`src/hdl/base64_codec_defines.svh`:
```
// Assertion macros shared by the codec modules.
// Both expect signals named aclk and aresetn in the module that uses them.
`ifndef BASE64_CODEC_DEFINES_SVH
`define BASE64_CODEC_DEFINES_SVH

// Check that cons holds in the same cycle as ante.
`define B64_ASSERT_SAME(lbl, ante, cons, msg) \
    lbl: assert property (@(posedge aclk) disable iff (!aresetn) (ante) |-> (cons)) \
        else $error(msg);

// Check that cons holds in the cycle after ante.
`define B64_ASSERT_NEXT(lbl, ante, cons, msg) \
    lbl: assert property (@(posedge aclk) disable iff (!aresetn) (ante) |=> (cons)) \
        else $error(msg);

`endif

```
`src/hdl/b64_pkg.sv`:
```
package b64_pkg;

    localparam logic [7:0] PAD_CHAR    = 8'h3D;
    localparam logic       MODE_ENCODE = 1'b0;
    localparam logic       MODE_DECODE = 1'b1;

    // Job queue between front and back
    localparam int FIFO_DEPTH = 2;
    localparam int FIFO_AW    = (FIFO_DEPTH > 1) ? $clog2(FIFO_DEPTH) : 1;

    // One accepted item's worth of output words, first word in data[0]
    typedef struct packed {
        logic [3:0][7:0] data;
        logic [1:0]      cnt_m1;
        logic            last;
        logic            err;
    } job_t;

    typedef struct packed {
        logic       valid;
        logic [5:0] val;
    } sextet_t;

    // Map a sextet to its alphabet character
    function automatic logic [7:0] b64_enc_char(input logic [5:0] v);
        logic [7:0] c;
        c = {2'b00, v};
        case (v) inside
            [6'd0:6'd25]:  b64_enc_char = c + 8'd65;
            [6'd26:6'd51]: b64_enc_char = c + 8'd71;
            [6'd52:6'd61]: b64_enc_char = c - 8'd4;
            6'd62:         b64_enc_char = 8'h2B;
            default:       b64_enc_char = 8'h2F;
        endcase
    endfunction

    // Map a character back to its sextet; valid low if outside the alphabet
    function automatic sextet_t b64_dec_char(input logic [7:0] c);
        sextet_t s;
        s.valid = 1'b1;
        case (c) inside
            [8'h41:8'h5A]: s.val = 6'(c - 8'h41);
            [8'h61:8'h7A]: s.val = 6'(c - 8'h47);
            [8'h30:8'h39]: s.val = 6'(c + 8'h04);
            8'h2B:         s.val = 6'd62;
            8'h2F:         s.val = 6'd63;
            default: begin
                s.valid = 1'b0;
                s.val   = 6'd0;
            end
        endcase
        return s;
    endfunction

endpackage

```
`src/hdl/b64_front.sv`:
```
module b64_front (
    input  logic          aclk,
    input  logic          aresetn,
    input  logic          cfg_valid,
    input  logic          cfg_data,
    input  logic          s_tvalid,
    input  logic [7:0]    s_tdata,
    input  logic          s_tlast,
    output logic          s_tready,
    input  logic          fifo_full,
    output logic          push,
    output b64_pkg::job_t push_job
);
    import b64_pkg::*;

    logic        mode_reg, mode_next;
    logic [23:0] gb_reg, gb_next;
    logic [1:0]  pos_reg, pos_next;
    logic [1:0]  pad_reg, pad_next;
    logic        err_reg, err_next;

    logic        accept;
    logic        have_out;
    logic        done;
    logic [1:0]  pos_inc;
    logic [23:0] enc_bits;
    logic [11:0] enc_one;
    logic [17:0] enc_two;
    sextet_t     dec;

    assign s_tready = !fifo_full;
    assign accept   = s_tvalid && s_tready;

    assign pos_inc  = pos_reg + 2'd1;
    assign enc_bits = {gb_reg[15:0], s_tdata};
    assign enc_one  = {s_tdata, 4'b0000};
    assign enc_two  = {enc_bits[15:0], 2'b00};
    assign dec      = b64_dec_char(s_tdata);

    // Classify the incoming word, update the group and build its job
    always_comb begin
        mode_next = mode_reg;
        gb_next   = gb_reg;
        pos_next  = pos_reg;
        pad_next  = pad_reg;
        err_next  = err_reg;
        have_out  = 1'b0;
        done      = 1'b0;
        push_job  = '0;
        push      = 1'b0;

        if (cfg_valid) begin
            mode_next = cfg_data;
            gb_next   = '0;
            pos_next  = '0;
            pad_next  = '0;
            err_next  = 1'b0;
        end else if (accept) begin
            if (mode_reg == MODE_ENCODE) begin
                gb_next  = enc_bits;
                pos_next = pos_inc;
                if (pos_inc == 2'd3) begin
                    push_job.data[0] = b64_enc_char(enc_bits[23:18]);
                    push_job.data[1] = b64_enc_char(enc_bits[17:12]);
                    push_job.data[2] = b64_enc_char(enc_bits[11:6]);
                    push_job.data[3] = b64_enc_char(enc_bits[5:0]);
                    push_job.cnt_m1  = 2'd3;
                    have_out         = 1'b1;
                    gb_next          = '0;
                    pos_next         = '0;
                end else if (s_tlast) begin
                    if (pos_inc == 2'd1) begin
                        push_job.data[0] = b64_enc_char(enc_one[11:6]);
                        push_job.data[1] = b64_enc_char(enc_one[5:0]);
                        push_job.data[2] = PAD_CHAR;
                    end else begin
                        push_job.data[0] = b64_enc_char(enc_two[17:12]);
                        push_job.data[1] = b64_enc_char(enc_two[11:6]);
                        push_job.data[2] = b64_enc_char(enc_two[5:0]);
                    end
                    push_job.data[3] = PAD_CHAR;
                    push_job.cnt_m1  = 2'd3;
                    have_out         = 1'b1;
                end
            end else begin
                if (s_tdata == PAD_CHAR) begin
                    if (pad_reg == 2'd0 && pos_reg == 2'd2) begin
                        gb_next  = {gb_reg[17:0], 6'd0};
                        pos_next = 2'd3;
                        pad_next = 2'd1;
                    end else if (pad_reg == 2'd0 && pos_reg == 2'd3) begin
                        gb_next  = {gb_reg[17:0], 6'd0};
                        pad_next = 2'd1;
                        done     = 1'b1;
                    end else if (pad_reg == 2'd1 && pos_reg == 2'd3) begin
                        gb_next  = {gb_reg[17:0], 6'd0};
                        pad_next = 2'd2;
                        done     = 1'b1;
                    end else begin
                        err_next = 1'b1;
                    end
                end else if (!dec.valid || pad_reg != 2'd0) begin
                    // drop characters outside the alphabet or after padding
                    err_next = 1'b1;
                end else begin
                    gb_next = {gb_reg[17:0], dec.val};
                    if (pos_reg == 2'd3) begin
                        done = 1'b1;
                    end else begin
                        pos_next = pos_inc;
                    end
                end

                if (done) begin
                    push_job.data[0] = gb_next[23:16];
                    push_job.data[1] = gb_next[15:8];
                    push_job.data[2] = gb_next[7:0];
                    push_job.cnt_m1  = 2'd2 - pad_next;
                    have_out         = 1'b1;
                    gb_next          = '0;
                    pos_next         = '0;
                end
                // a message ending mid-group is truncated
                if (s_tlast && pos_next != 2'd0) begin
                    err_next = 1'b1;
                end
            end

            // report the end of every message, even with nothing to emit
            if (s_tlast && !have_out) begin
                push_job.data   = '0;
                push_job.cnt_m1 = 2'd0;
            end
            push_job.last = s_tlast;
            push_job.err  = err_next;
            push          = have_out || s_tlast;

            if (s_tlast) begin
                gb_next  = '0;
                pos_next = '0;
                pad_next = '0;
                err_next = 1'b0;
            end
        end
    end

    // Hold mode and group state
    always_ff @(posedge aclk) begin
        if (!aresetn) begin
            mode_reg <= MODE_ENCODE;
            gb_reg   <= '0;
            pos_reg  <= '0;
            pad_reg  <= '0;
            err_reg  <= 1'b0;
        end else begin
            mode_reg <= mode_next;
            gb_reg   <= gb_next;
            pos_reg  <= pos_next;
            pad_reg  <= pad_next;
            err_reg  <= err_next;
        end
    end

endmodule

```
`src/hdl/b64_fifo.sv`:
```
`include "base64_codec_defines.svh"

module b64_fifo (
    input  logic          aclk,
    input  logic          aresetn,
    input  logic          push,
    input  b64_pkg::job_t push_job,
    input  logic          pop,
    output b64_pkg::job_t pop_job,
    output logic          not_empty,
    output logic          full
);
    import b64_pkg::*;

    localparam logic [FIFO_AW:0] DEPTH_CNT = (FIFO_AW + 1)'(FIFO_DEPTH);
    localparam logic [FIFO_AW-1:0] LAST_PTR = FIFO_AW'(FIFO_DEPTH - 1);

    job_t               entry_reg [FIFO_DEPTH];
    logic [FIFO_AW-1:0] wr_ptr_reg, wr_ptr_next;
    logic [FIFO_AW-1:0] rd_ptr_reg, rd_ptr_next;
    logic [FIFO_AW:0]   count_reg, count_next;

    assign not_empty = count_reg != '0;
    assign full      = count_reg == DEPTH_CNT;
    assign pop_job   = entry_reg[rd_ptr_reg];

    // Advance pointers and the fill count
    always_comb begin
        wr_ptr_next = wr_ptr_reg;
        rd_ptr_next = rd_ptr_reg;
        count_next  = count_reg;
        if (push) begin
            wr_ptr_next = (wr_ptr_reg == LAST_PTR) ? '0 : wr_ptr_reg + 1'b1;
        end
        if (pop) begin
            rd_ptr_next = (rd_ptr_reg == LAST_PTR) ? '0 : rd_ptr_reg + 1'b1;
        end
        if (push && !pop) begin
            count_next = count_reg + 1'b1;
        end else if (pop && !push) begin
            count_next = count_reg - 1'b1;
        end
    end

    always_ff @(posedge aclk) begin
        if (!aresetn) begin
            wr_ptr_reg <= '0;
            rd_ptr_reg <= '0;
            count_reg  <= '0;
        end else begin
            wr_ptr_reg <= wr_ptr_next;
            rd_ptr_reg <= rd_ptr_next;
            count_reg  <= count_next;
        end
    end

    // Store the pushed job
    always_ff @(posedge aclk) begin
        if (push) begin
            entry_reg[wr_ptr_reg] <= push_job;
        end
    end

    `B64_ASSERT_SAME(a_no_push_full, push, !full || pop, "job pushed into a full queue")
    `B64_ASSERT_SAME(a_no_pop_empty, pop, not_empty, "job popped from an empty queue")
    `B64_ASSERT_NEXT(a_count_step, push && !pop, count_reg != '0, "fill count lost a push")

endmodule

```
`src/hdl/b64_back.sv`:
```
`include "base64_codec_defines.svh"

module b64_back (
    input  logic          aclk,
    input  logic          aresetn,
    input  logic          job_valid,
    input  b64_pkg::job_t job,
    output logic          pop,
    output logic          m_tvalid,
    input  logic          m_tready,
    output logic [7:0]    m_tdata,
    output logic          m_tlast,
    output logic          m_tuser
);
    import b64_pkg::*;

    job_t       cur_reg;
    logic       cur_valid_reg, cur_valid_next;
    logic [1:0] idx_reg, idx_next;
    logic       out_valid_reg, out_valid_next;
    logic [7:0] out_data_reg;
    logic       out_last_reg;
    logic       out_err_reg;

    logic       out_load;
    logic       final_word;

    assign final_word = idx_reg == cur_reg.cnt_m1;
    assign out_load   = cur_valid_reg && (!out_valid_reg || m_tready);
    assign pop        = job_valid && (!cur_valid_reg || (out_load && final_word));

    // Step through the job into the output register, one word per cycle unless stalled
    always_comb begin
        cur_valid_next = cur_valid_reg;
        idx_next       = idx_reg;
        out_valid_next = out_valid_reg;
        if (m_tready) begin
            out_valid_next = 1'b0;
        end
        if (out_load) begin
            out_valid_next = 1'b1;
            idx_next       = idx_reg + 2'd1;
            if (final_word) begin
                cur_valid_next = 1'b0;
            end
        end
        if (pop) begin
            cur_valid_next = 1'b1;
            idx_next       = 2'd0;
        end
    end

    always_ff @(posedge aclk) begin
        if (!aresetn) begin
            cur_valid_reg <= 1'b0;
            idx_reg       <= '0;
            out_valid_reg <= 1'b0;
        end else begin
            cur_valid_reg <= cur_valid_next;
            idx_reg       <= idx_next;
            out_valid_reg <= out_valid_next;
        end
    end

    // Payload: take a new job, load the output word
    always_ff @(posedge aclk) begin
        if (pop) begin
            cur_reg <= job;
        end
        if (out_load) begin
            out_data_reg <= cur_reg.data[idx_reg];
            out_last_reg <= cur_reg.last && final_word;
            out_err_reg  <= cur_reg.err;
        end
    end

    assign m_tvalid = out_valid_reg;
    assign m_tdata  = out_data_reg;
    assign m_tlast  = out_last_reg;
    assign m_tuser  = out_err_reg;

    `B64_ASSERT_SAME(a_idx_in_job, cur_valid_reg, idx_reg <= cur_reg.cnt_m1, "word index past job end")

endmodule

```
`src/hdl/base64_codec.sv`:
```
// Streaming Base64 codec, standard alphabet with '=' padding.
// Input words arrive on s_tvalid/s_tready/s_tdata/s_tlast: s_tdata[7:0] is a raw
// byte (encode) or a Base64 character (decode); s_tlast closes a message and
// flushes a partial group. Results leave on m_tvalid/m_tready/m_tdata with
// m_tlast on the final word of a message and m_tuser as the sticky error flag.
// cfg_valid/cfg_ready/cfg_data writes the mode (0 encode, 1 decode); a write
// also abandons any partial message. The user must issue it only while the codec
// is idle; the block itself does not enforce this. An accepted item passes through
// the queue entry, the current-job register and the output register. The output
// side moves one word per cycle while the receiver is ready, so the output
// serialiser sets the pace: encode gives four words per three bytes, decode three
// words per four characters (one character per cycle). A two-entry job queue
// sits between the input classifier and the serialiser, so input is taken
// while results wait. When the receiver stalls, the output register holds its
// word and the queue fills; s_tready falls once both queue entries are taken.
// Reset (aresetn low, synchronous) selects encode mode and clears control state.
module base64_codec (
    input  logic       aclk,
    input  logic       aresetn,
    input  logic       cfg_valid,
    output logic       cfg_ready,
    input  logic       cfg_data,
    input  logic       s_tvalid,
    output logic       s_tready,
    input  logic [7:0] s_tdata,   // [7:0] data_byte
    input  logic       s_tlast,
    output logic       m_tvalid,
    input  logic       m_tready,
    output logic [7:0] m_tdata,   // [7:0] out_byte
    output logic       m_tlast,
    output logic       m_tuser    // [0] error
);
    import b64_pkg::*;

    job_t push_job;
    job_t pop_job;
    logic push;
    logic pop;
    logic fifo_full;
    logic fifo_not_empty;

    assign cfg_ready = 1'b1;

    b64_front u_front (
        .aclk      (aclk),
        .aresetn   (aresetn),
        .cfg_valid (cfg_valid),
        .cfg_data  (cfg_data),
        .s_tvalid  (s_tvalid),
        .s_tdata   (s_tdata),
        .s_tlast   (s_tlast),
        .s_tready  (s_tready),
        .fifo_full (fifo_full),
        .push      (push),
        .push_job  (push_job)
    );

    b64_fifo u_fifo (
        .aclk      (aclk),
        .aresetn   (aresetn),
        .push      (push),
        .push_job  (push_job),
        .pop       (pop),
        .pop_job   (pop_job),
        .not_empty (fifo_not_empty),
        .full      (fifo_full)
    );

    b64_back u_back (
        .aclk      (aclk),
        .aresetn   (aresetn),
        .job_valid (fifo_not_empty),
        .job       (pop_job),
        .pop       (pop),
        .m_tvalid  (m_tvalid),
        .m_tready  (m_tready),
        .m_tdata   (m_tdata),
        .m_tlast   (m_tlast),
        .m_tuser   (m_tuser)
    );

endmodule

```
`config.mk`:
```
export PLATFORM = sky130hd
export DESIGN_NAME = base64_codec
export DESIGN_NICKNAME = d
export VERILOG_FILES = /design/src/hdl/b64_pkg.sv /design/src/hdl/b64_front.sv /design/src/hdl/b64_fifo.sv /design/src/hdl/b64_back.sv /design/src/hdl/base64_codec.sv
export VERILOG_INCLUDE_DIRS = /design/src /design/src/hdl
export SDC_FILE = /design/constraint.sdc
export NUM_CORES = 1
export LEC_CHECK = 0
export BUFFER_PORTS_ARGS = -buffer_cell sky130_fd_sc_hd__buf_2
export CAP_MARGIN = 20
export CORE_MARGIN = 2
export CORE_UTILIZATION = 50
export DETAILED_ROUTE_END_ITERATION = 6
export MAX_ROUTING_LAYER = met4
export PLACE_DENSITY = 0.63
export SYNTH_ARGS = -nofsm -noshare
export SYNTH_HDL_FRONTEND = slang
export SYNTH_SLANG_ARGS = --single-unit
```
`constraint.sdc`:
```
create_clock -name aclk -period 6.5 [get_ports aclk]
set_clock_uncertainty 0.2 [all_clocks]
set_input_delay 0.325 -clock aclk [delete_from_list [all_inputs] [get_ports aclk]]
set_output_delay 0.325 -clock aclk [all_outputs]
set_load 0.005 [all_outputs]
```
==> impl_metrics.toml <==
[hold_path]
holdPathStages = 2
hp-class = "input pin to flop"
holdPathEnd = "u_back.m_tvalid"
hold_start = "aresetn"

[clocking]
postCtsResizedCells = 0
cts_max_level = 4
ctsRootBufferMaster = "clkbuf_16"
cts_buffers = 17
hold_buffers = 2
clk_pin_slew_ps = 80
cts_sinks = 156
cts_tree = "yes"
clock_latency_ps = 430
cts_setup_buffers = 0
clockBufferDepth = 2

[setup_path]
cp.arrival_ps = 4090
cp-end-kind = "flop"
cp-start-kind = "flop"
crit_start = "u_front.pos_reg[0]"
cp.required_ps = 6330
crit_path_cell_trace = "clkinv_1 > or3_1 > nor2_1 > o31ai_2 > o21a_1 > nor2_4"
r2r_slack_ps = 2250
rr_endpoint = "u_fifo.entry_reg[0][31]"
r2r_cells = 6
regToRegStartpoint = "u_front.pos_reg[0]"
max_stage_delay_ps = 900
cp_num_buf_inv = 1
crit_path_max_fanout = 36
cp_slowest_cell = "dfxtp_1"
crit_type = "flop to flop"
cpLargestDelayFamily = "simple AND/OR/NAND/NOR gates"

[sta]
finalSetupViolCount = 0
finalSetupTns_ps = 0
grt_setup_unrepaired = "false"
period_share = 0.6542
slew_violations = 0
slew-limit-headroom = 0.2539
worstMarginPinSlew_ps = 1119
hold_viol = 0
clock.fmax_mhz = 235.2
hold_ws_ps = 44.17
fin_crit_ps = 4253

[route]
ant_nets = 0
drtPass1Iterations = 6
wl_met1_um = 15620
dr.first_iter.drc_count = 1157
drcViolationCount = 0
wl_met2_um = 16460
wl_um = 36990
routed.top_layer = "met4"
avgRoutedWirePerCell_um = 24.81
dr_wl_met3_um = 3482
num_vias = 10180
viasPerCell = 6.828

[global_routing]
grt_pass1_wl_um = 56840
grt_max_degree = 50
grt_antenna_before_repair = 1
grt_pass1_vias = 9541
grt_usage = 0.3197
overflow = 0

[layout]
multiInputGateArea_um2 = 6396
drive_gt1_frac = 0.1322
area.sequential_um2 = 4304
largest_reg_flops = 72
nNetsFinal = 1260
area_growth_pct = 7.442
fillers = 1999

[place]
place_hpwl_um = 26500
io_buffer_count = 26
finalWeightedCongestion = 0.9748

[logic_synthesis]
async_reset_ff_frac = 0
synth_edf_count = 118
synthDistinctLibCells = 91
syn_inst = 1236
seq_area_frac_synth = 0.3821
synth_top_area_cell = "edfxtp_1"
synthTopCellsByCount = "edfxtp_1 (118), nand2_1 (104), a21oi_1 (99)"
synth_most_common_cell = "edfxtp_1"
synth_nets = 1299
avgSynthCellArea_um2 = 9.114
syn_area_um2 = 11260
synth_seq_cells = 156
synthTopCellsByArea = "edfxtp_1 (31%), dfxtp_1 (6.8%), ha_1 (5.3%)"
ys.flop_type = "edfxtp_1"
synth_largest_type_area_fraction = 0.3146
yosysWarnings = 0

[floorplan]
num_rows = 54
dieArea_um2 = 23750
coreArea_um2 = 21960
die-height_um = 154.1
die_width_um = 154.1
io_pins = 28
initial_utilization = 0.5130

[pwr]
p_per_area_nw_per_um2 = 251.2
cellLeakagePower_nw = 4.042
irDropWorstVdd_uv = 194.7

[run]
drv_cap = 0

[status]
status = "completed"
[stage by stage]
step                setup slack (ps)    util  power [mW]  std cells  area, µm²
finish                          2247  0.5512       3.041       1491      12100
global route                    2083  0.5512       3.166       1491      12100
CTS                             2395  0.5511       3.055       1490      12100
detailed placement              1992  0.5230       2.081       1456      11480
global placement                2043  0.5230       2.079       1456      11480
floorplan                       1654       -       1.856       1236      11260
[per-layer routing]
| layer | global-route usage | vias to the layer above |
|---|---|---|
| li1 | - | 4639 |
| met1 | 0.4221 | 4897 |
| met2 | 0.4881 | 552 |
| met3 | 0.06003 | 93 |
| met4 | 0.1255 | 0 |
| met5 | - | - |
[worst max-delay path by stage]
stage / end / slack (ps) / cells after the start
final: u_fifo.entry_reg[0][31] / 2250 / 6
after global placement: u_fifo.entry_reg[0][33] / 2040 / 10
after detailed placement: u_fifo.entry_reg[0][28] / 1990 / 10
after CTS: u_fifo.entry_reg[0][31] / 2400 / 6
after global routing: u_fifo.entry_reg[0][31] / 2080 / 6
after floorplan: u_fifo.entry_reg[0][0] / 1650 / 11
[layout make-up]
cell class / count / share of cell area
diodes: 1 / 0.0002068
flip-flops and latches: 156 / 0.3556
clock buffers: 17 / 0.03515
well taps: 280 / 0.02895
multi-input cells: 930 / 0.5285
inverters: 47 / 0.01458
clock inverters: 15 / 0.01406
repair buffers: 45 / 0.02295
[placed cells by master (no fill, tap or decap), drive strengths merged, types with 9 or more instances in the layout]
master,instances
a2111oi,10
a211o,9
a211oi,18
a21boi,11
a21o,15
a21oi,107
a22oi,27
a311oi,15
a31oi,24
and2,16
and3,25
buf,43
clkbuf,17
clkinv,12
dfxtp,38
edfxtp,118
ha,48
inv,49
mux2,36
mux2i,10
nand2,104
nand2b,10
nand3,42
nor2,64
nor2b,12
nor3,43
nor4,10
o211ai,14
o21ai,73
o31ai,18
or3,14
xnor2,24
[logic make-up after synthesis]
family | after synthesis | share of synthesized area
compound gates | 419 | 0.2560
simple gates | 376 | 0.1686
flops | 156 | 0.3821
buf+inv | 150 | 0.05387
mux | 54 | 0.06087
fa+ha+maj | 48 | 0.05332
xor+xnor | 32 | 0.02488
other cells | 1 | 0.0003329
[power breakdown]
group	switching [mW]	internal, mW	leakage (nW)	total (mW)
clock network	0.460	0.517	0.288	0.977
logic	0.422	0.259	2.34	0.680
registers	0.0788	1.30	1.41	1.38
No activity file was read; power rests on OpenSTA's default activity.
